File: config.mk
export PLATFORM = sky130hd
export DESIGN_NAME = log_taylor_series
export DESIGN_NICKNAME = d
export VERILOG_FILES = /design/src/sv/lts_pkg.sv /design/src/sv/lts_mul.sv /design/src/sv/lts_rtab.sv /design/src/sv/log_taylor_series.sv
export SDC_FILE = /design/constraint.sdc
export NUM_CORES = 2
export LEC_CHECK = 0
export ABC_CLOCK_PERIOD_IN_PS = 9840
export BUFFER_PORTS_ARGS = -buffer_cell sky130_fd_sc_hd__buf_4
export CORE_UTILIZATION = 55
export DETAILED_ROUTE_END_ITERATION = 10
export MAX_ROUTING_LAYER = met4
export PLACE_DENSITY = 0.72
export SLEW_MARGIN = 20
export SYNTH_ARGS = -nofsm -noshare
export SYNTH_HDL_FRONTEND = slang
export SYNTH_HIERARCHICAL = 1
export SYNTH_SLANG_ARGS = --single-unit
export TNS_END_PERCENT = 30
File: constraint.sdc
create_clock -name i_clk -period 9.84 [get_ports i_clk]
set_input_delay 1.968 -clock i_clk [delete_from_list [all_inputs] [get_ports i_clk]]
set_output_delay 1.968 -clock i_clk [all_outputs]
set_load 0.005 [all_outputs]
File: src/sv/lts_pkg.sv
// lts_pkg: shared widths, defaults, request type and rounding helper for the
// log_taylor_series block. No dependencies.
package lts_pkg;

    localparam int MAX_TERMS_DEF = 64;
    localparam int FRAC_BITS_DEF = 30;

    localparam int WORK_BITS = 30;
    localparam int OUT_BITS  = 27;
    localparam int ARG_W     = 32;
    localparam int OUT_W     = 32;
    localparam int CFG_W     = 7;
    localparam int DAT_W     = 32;
    localparam int PROD_W    = 64;
    // |sum| stays below 6.2 for up to 255 terms
    localparam int SUM_W     = 36;

    localparam logic [CFG_W-1:0] TERM_RST = 7'd16;

    typedef struct packed {
        logic                    en;
        logic signed [DAT_W-1:0] a;
        logic signed [DAT_W-1:0] b;
    } t_mul_req;

    // drop n fraction bits, round half away from zero
    function automatic logic signed [PROD_W-1:0] rnd_shift(
        input logic signed [PROD_W-1:0] v,
        input int unsigned              n
    );
        logic              neg;
        logic [PROD_W-1:0] m;
        neg = v[PROD_W-1];
        m   = neg ? PROD_W'(-v) : PROD_W'(v);
        if (n != 0) begin
            m = (m + (PROD_W'(1) << (n - 1))) >> n;
        end
        return neg ? -$signed(m) : $signed(m);
    endfunction

endpackage

File: src/sv/lts_mul.sv
// lts_mul: shared signed 32x32 multiplier with registered product.
// Depends on lts_pkg.
module lts_mul (
    input  logic                             i_clk,
    input  lts_pkg::t_mul_req                i_req,
    output logic signed [lts_pkg::PROD_W-1:0] o_prod
);
    import lts_pkg::*;

    logic signed [PROD_W-1:0] r_prod;

    always_ff @(posedge i_clk) begin
        if (i_req.en) begin
            r_prod <= i_req.a * i_req.b;
        end
    end

    assign o_prod = r_prod;

endmodule

File: src/sv/lts_rtab.sv
// lts_rtab: constant table of rounded reciprocals 1/i, registered read.
// Depends on lts_pkg.
module lts_rtab #(
    parameter  int MAX_TERMS = lts_pkg::MAX_TERMS_DEF,
    localparam int IW        = (MAX_TERMS > 1) ? $clog2(MAX_TERMS) : 1
) (
    input  logic                      i_clk,
    input  logic [IW-1:0]             i_index,
    output logic [lts_pkg::DAT_W-1:0] o_recip
);
    import lts_pkg::*;

    logic [DAT_W-1:0] tab [MAX_TERMS];
    logic [DAT_W-1:0] r_recip;

    for (genvar g = 0; g < MAX_TERMS; g++) begin : g_tab
        localparam logic [63:0] RV = ((64'd1 << WORK_BITS) + (g + 1) / 2) / (g + 1);
        assign tab[g] = RV[DAT_W-1:0];
    end

    always_ff @(posedge i_clk) begin
        if (int'(i_index) < MAX_TERMS) begin
            r_recip <= tab[i_index];
        end else begin
            r_recip <= '0;
        end
    end

    assign o_recip = r_recip;

endmodule

File: src/sv/log_taylor_series.sv
// log_taylor_series: top level, sequencer around one shared multiplier.
// Depends on lts_pkg, lts_mul, lts_rtab.

// Natural log by truncated Taylor series, ln(x) ~ -sum_{i=1..k} (1-x)^i / i.
// The argument is unsigned with FRAC_BITS fraction bits (saturated at 2.0),
// the result is signed with 27 fraction bits, rounded half away from zero.
// k comes from the term_count register (reset 16, clamped to MAX_TERMS,
// zero gives a result of 0). One request is worked at a time, and the
// input stays not ready until the result has been handed to the output
// register. The single 32x32 multiplier is shared by the terms: per term
// it forms p*(1/i) and then p*u, and the next power is rounded in a state
// of its own before it can feed the multiplier again. A finished result
// waits in the output register while the next request is accepted.
// term_count is written through its own channel, always ready; it is to be
// written only while idle, which the block itself does not enforce.
module log_taylor_series #(
    parameter int MAX_TERMS = lts_pkg::MAX_TERMS_DEF,
    parameter int FRAC_BITS = lts_pkg::FRAC_BITS_DEF
) (
    input  logic                             i_clk,
    input  logic                             i_rst_n,
    // request channel
    input  logic                             i_valid,
    output logic                             o_ready,
    input  logic [lts_pkg::ARG_W-1:0]        i_argument,
    // result channel
    output logic                             o_valid,
    input  logic                             i_ready,
    output logic signed [lts_pkg::OUT_W-1:0] o_log_value,
    // configuration channel
    input  logic                             i_cfg_valid,
    output logic                             o_cfg_ready,
    input  logic [lts_pkg::CFG_W-1:0]        i_term_count
);
    import lts_pkg::*;

    localparam int CW = $clog2(MAX_TERMS + 1);
    localparam int IW = (MAX_TERMS > 1) ? $clog2(MAX_TERMS) : 1;
    localparam int KW = (CW > CFG_W) ? CW : CFG_W;
    localparam int D  = FRAC_BITS - WORK_BITS;
    localparam logic [63:0] X_MAX = 64'd2 << FRAC_BITS;
    localparam logic [63:0] ONE_W = 64'd1 << WORK_BITS;

    // sequencer states
    localparam logic [2:0] ST_IDLE = 3'd0;
    localparam logic [2:0] ST_LOAD = 3'd1;
    localparam logic [2:0] ST_RMUL = 3'd2;
    localparam logic [2:0] ST_UMUL = 3'd3;
    localparam logic [2:0] ST_PUPD = 3'd4;
    localparam logic [2:0] ST_FIN  = 3'd5;

    logic [2:0]              r_state, n_state;
    logic [CFG_W-1:0]        r_term_count;
    logic [ARG_W-1:0]        r_arg, n_arg;
    logic signed [DAT_W-1:0] r_u, n_u;
    logic signed [DAT_W-1:0] r_p, n_p;
    logic signed [SUM_W-1:0] r_s, n_s;
    logic [CW-1:0]           r_idx, n_idx;
    logic signed [OUT_W-1:0] r_out, n_out;
    logic                    r_out_valid, n_out_valid;

    t_mul_req                 mul_req;
    logic signed [PROD_W-1:0] prod;
    logic [DAT_W-1:0]         recip;
    logic [CW-1:0]            tab_addr;
    logic [KW-1:0]            tc_ext;
    logic [CW-1:0]            k;
    logic [63:0]              x_sat, x_work, u_wide;

    lts_mul u_mul (
        .i_clk  (i_clk),
        .i_req  (mul_req),
        .o_prod (prod)
    );

    // table is addressed with the next index so 1/i is ready with r_idx
    assign tab_addr = n_idx - 1'b1;

    lts_rtab #(.MAX_TERMS(MAX_TERMS)) u_rtab (
        .i_clk   (i_clk),
        .i_index (tab_addr[IW-1:0]),
        .o_recip (recip)
    );

    // clamp term count
    assign tc_ext = KW'(r_term_count);
    assign k      = (tc_ext > KW'(MAX_TERMS)) ? CW'(MAX_TERMS) : CW'(tc_ext);

    // saturate at 2.0 and bring the argument to the working format
    assign x_sat = ({32'b0, r_arg} > X_MAX) ? X_MAX : {32'b0, r_arg};

    if (D > 0) begin : g_down
        assign x_work = (x_sat + (64'd1 << (D - 1))) >> D;
    end else if (D == 0) begin : g_same
        assign x_work = x_sat;
    end else begin : g_up
        assign x_work = x_sat << (-D);
    end

    // u = 1 - x, |u| <= 1
    assign u_wide = ONE_W - x_work;

    always_comb begin
        n_state     = r_state;
        n_arg       = r_arg;
        n_u         = r_u;
        n_p         = r_p;
        n_s         = r_s;
        n_idx       = r_idx;
        n_out       = r_out;
        n_out_valid = r_out_valid;
        mul_req.en  = 1'b0;
        mul_req.a   = r_p;
        mul_req.b   = r_u;

        // result taken by the sink
        if (r_out_valid && i_ready) begin
            n_out_valid = 1'b0;
        end

        case (r_state)
            ST_IDLE: begin
                if (i_valid) begin
                    n_arg   = i_argument;
                    n_state = ST_LOAD;
                end
            end
            ST_LOAD: begin
                n_u     = $signed(u_wide[DAT_W-1:0]);
                n_p     = $signed(u_wide[DAT_W-1:0]);
                n_s     = '0;
                n_idx   = CW'(1);
                n_state = (k == '0) ? ST_FIN : ST_RMUL;
            end
            ST_RMUL: begin
                // term product p(i) * 1/i
                mul_req.en = 1'b1;
                mul_req.b  = $signed(recip);
                n_state    = ST_UMUL;
            end
            ST_UMUL: begin
                // subtract term, start next power p(i) * u
                n_s        = r_s - SUM_W'(rnd_shift(prod, WORK_BITS));
                mul_req.en = 1'b1;
                n_state    = (r_idx == k) ? ST_FIN : ST_PUPD;
            end
            ST_PUPD: begin
                n_p     = DAT_W'(rnd_shift(prod, WORK_BITS));
                n_idx   = r_idx + 1'b1;
                n_state = ST_RMUL;
            end
            ST_FIN: begin
                // wait for a free output register
                if (!r_out_valid || i_ready) begin
                    n_out       = OUT_W'(rnd_shift(PROD_W'(r_s), WORK_BITS - OUT_BITS));
                    n_out_valid = 1'b1;
                    n_state     = ST_IDLE;
                end
            end
            default: begin
                n_state = ST_IDLE;
            end
        endcase
    end

    always_ff @(posedge i_clk) begin
        if (!i_rst_n) begin
            r_state      <= ST_IDLE;
            r_out_valid  <= 1'b0;
            r_term_count <= TERM_RST;
        end else begin
            r_state     <= n_state;
            r_out_valid <= n_out_valid;
            if (i_cfg_valid) begin
                r_term_count <= i_term_count;
            end
        end
    end

    // payload registers
    always_ff @(posedge i_clk) begin
        r_arg <= n_arg;
        r_u   <= n_u;
        r_p   <= n_p;
        r_s   <= n_s;
        r_idx <= n_idx;
        r_out <= n_out;
    end

    assign o_ready     = (r_state == ST_IDLE);
    assign o_valid     = r_out_valid;
    assign o_log_value = r_out;
    assign o_cfg_ready = 1'b1;

endmodule

==> impl_results.md <==
- Mean area per synthesized cell: between 9 and 10 um2
- Synth top area share: about 39%
- Final Hold Vio Count: 0
- First-pass GRT wire length: 240,000 um
- Startpoint class of the critical path: register
- Max transition margin: around a third
- Commonest non-fill, non-tap cell in the layout: fa_1
- Final TNS setup: 0 ps
- Fin nets: slightly above 7,000
- CP Capture Type: register
- Routed via count: 42,193
- Most used DFF post-synth: edfxtp_1
- Tot GR Track Use: 30.5%
- CTS buffer count: 28
- Die height: ~320 um
- I/O Buffers: 77
- Antenna viol nets, final: 0
- Detail Placement HPWL: roughly 120,000 um
- Post-Synthesis Cells: ~6,000
- Util after Layout: 58.3%
- Max-cap violations: 0
- Seq/Total Area, Yosys: ~14%
- Unrepaired setup endpoints after global routing: false
- Die area: between 100,000 and 150,000 um2
- CP arrival: 9750 ps
- Fmax: about 110 MHz
- Slew Viols, Final: 0
- Ys Warns: 6
- Largest net degree at the start of global routing: 73
- Syn_nets: ~7,400
- Area of the multi-input gates: 42,900 um2
- Initial core utilization: 55.7%
- Critical path type: reg2reg
- Detailed Routing Iterations Pass 1: 6
- Total wire length: between 100,000 and 150,000 um
- Cell Rows: between 100 and 150
- Register area: a little under 8000 um2
- Post-synthesis instance area: around 56,000 um2
- Clock sink total: approximately 280
- Period utilization: 95.6%
- Skew final: 17.9 ps
- GP Congestion: between 0.9 and 1
- EDFF count, synth: between 200 and 250
- Clock transition at path regs: about 80 ps
- DRT iter0 DRCs: between 3,000 and 4,000
- Seq cells post-synth: between 200 and 300
- Cell taking the most area after synthesis: fa_1
- CP required: roughly 10,000 ps
- Root buffer cell: clkbuf_16
- Ports: slightly below 80
- HP Class: reg2reg
- Skew-Pair Late Insertion Delay: a little under 600 ps
- Min Tclk post-route: between 9000 and 10,000 ps
- Critical Path Fanout Max: 32
- Final setup fails: 0
- Fin area: just under 60,000 um2
- Async set or reset register ratio after synthesis: 0%
- GRT Residual Overflow: 0
- Proportion of layout cells with a drive suffix above 1: around 6.1%
- Core area: roughly 100,000 um2
- Largest cells by area after synthesis: fa_1, edfxtp_1, inv_1
- Clock buffer depth: 3
- Setup Fix Bufs, Post-CTS: 0
- Commonest cells after routing, fill and taps aside: fa_1, inv_1, nand2_1, and2_1, nor2_1
- Layout Area Growth over Synthesis: 4.65%
- Die Wd: approximately 320 um
- DRC viols: 0
- Outcome: finished clean
- R2R setup slack: 440 ps
- Vias per std cell: ~5.8
- TritonCTS clock tree: yes
- Per-cell routed wire length: about 20 um
- Distinct cell type count after synthesis: roughly 120
- H-tree lvl count: 1
- Number of fill cells: 8,717
- Vias in the first global route: between 40,000 and 50,000
- Placement Cell Area: 57,700 um2
- Worst-Margin Slew: around 1000 ps
- Initial antenna violation count: 3
## cell usage after synthesis, types with 11 or more instances
master    instances
mux2_2           40
o211ai_1         13
nor2b_1          42
and2_1          536
or3_1            37
nor3b_1          11
edfxtp_1        229
nand2b_1         57
a21o_1           32
o21a_1           18
o21bai_1         19
buf_4            11
inv_1          1043
nand3b_1         12
clkbuf_1        276
or2_2            19
or4_1            19
xnor2_1         197
nor2_1          234
buf_2            31
a211oi_1         26
and3_1           35
mux2i_1          16
nand2_1         702
xor2_1           95
o21ai_0         160
a21oi_1         182
nor3_1           88
dfxtp_1          48
nand3_1          69
a31oi_1          39
nand4_1          41
o31ai_1          39
fa_1           1083
o22ai_1          19
nor4_1           30
buf_1            15
ha_1            231
## sequential cells by signal, indices dropped and copies added (netlist names), 3 cells and up
register / flops
o_log_value: 32
u_rtab/o_recip: 31
r_p: 32
u_mul/o_prod: 64
r_idx: 7
r_state: 3
r_u: 32
r_s: 36
r_term_count: 7
r_arg: 32
## routing by layer
metal	GRT usage, %	vias up	routed length, um
met4	10.3	0	5690
met3	3.90	312	9800
li1	-	18727	-
met5	-	-	0
met2	50.5	1524	73500
met1	38.7	21630	59800
## area by class of cell
cell class                      count  share of cell area (%)
Tap cell                         1357                    2.89
Timing Repair Buffer              170                    2.23
Sequential cell                   277                    13.4
Clock inverter                     17                   0.390
Multi-Input combinational cell   4382                    73.2
Inverter                         1044                    6.68
Clock buffer                       35                    1.24
Antenna cell                        4                  0.0171
## cells by family (layout without fill, tap and decap cells)
kind of cell	count (synthesis)	in the layout	share of synthesized area, %
fa+ha+maj	1318	1318	43.9
xor+xnor	296	296	4.68
simple gates	1974	1974	17.9
mux	57	57	1.13
compound gates	735	735	8.90
buf+inv	1388	1266	9.53
flops	277	277	14.0
other cells	2	6	0.0134
## stage by stage
stage | worst slack, ps | hold slack [ps] | instances
detailed placement | 369 | 547 | 7228
global route | 24.6 | 573 | 7282
global placement | 545 | 537 | 7228
finish | 438 | 550 | 7286
CTS | 331 | 556 | 7280
floorplan | 999 | 488 | 6047
## timing repair
item	CTS	global route
hold buffers	0	0
endpoints found under the setup margin	0	5
gates resized for setup	0	4
## critical path: stages, from the launching register on
cell and delay, ps:
dfxtp_1 440, nand2b_1 160, nor2_2 430, buf_12 240
mux2_2 640, and2_1 330, fa_1 500, fa_1 510
inv_1 70, fa_1 470, fa_1 550, inv_1 50
fa_1 550, fa_1 420, fa_1 490, inv_1 70
fa_1 480, inv_1 40, ha_1 390, a211oi_1 290
o21ai_0 240, a2111o_1 540, o21ai_1 380, a21oi_1 190
a211oi_2 310, a21oi_1 130, xor2_1 160
## worst paths after layout
| path | startpoint | end | cells after the start |
|---|---|---|---|
| min reg2reg | r_term_count[5]$_SDFFE_PN0P_ | r_term_count[5]$_SDFFE_PN0P_ | 2 |
| max | r_state[1]$_SDFFE_PN0P_ | u_mul/o_prod[62]$_DFFE_PP_ | 26 |
| min | r_term_count[5]$_SDFFE_PN0P_ | r_term_count[5]$_SDFFE_PN0P_ | 2 |
| max reg2reg | r_state[1]$_SDFFE_PN0P_ | u_mul/o_prod[62]$_DFFE_PP_ | 26 |
Power is left out: the tool's default activity adds up to more than one toggle a clock period on the data nets, which glitch-free logic cannot reach.
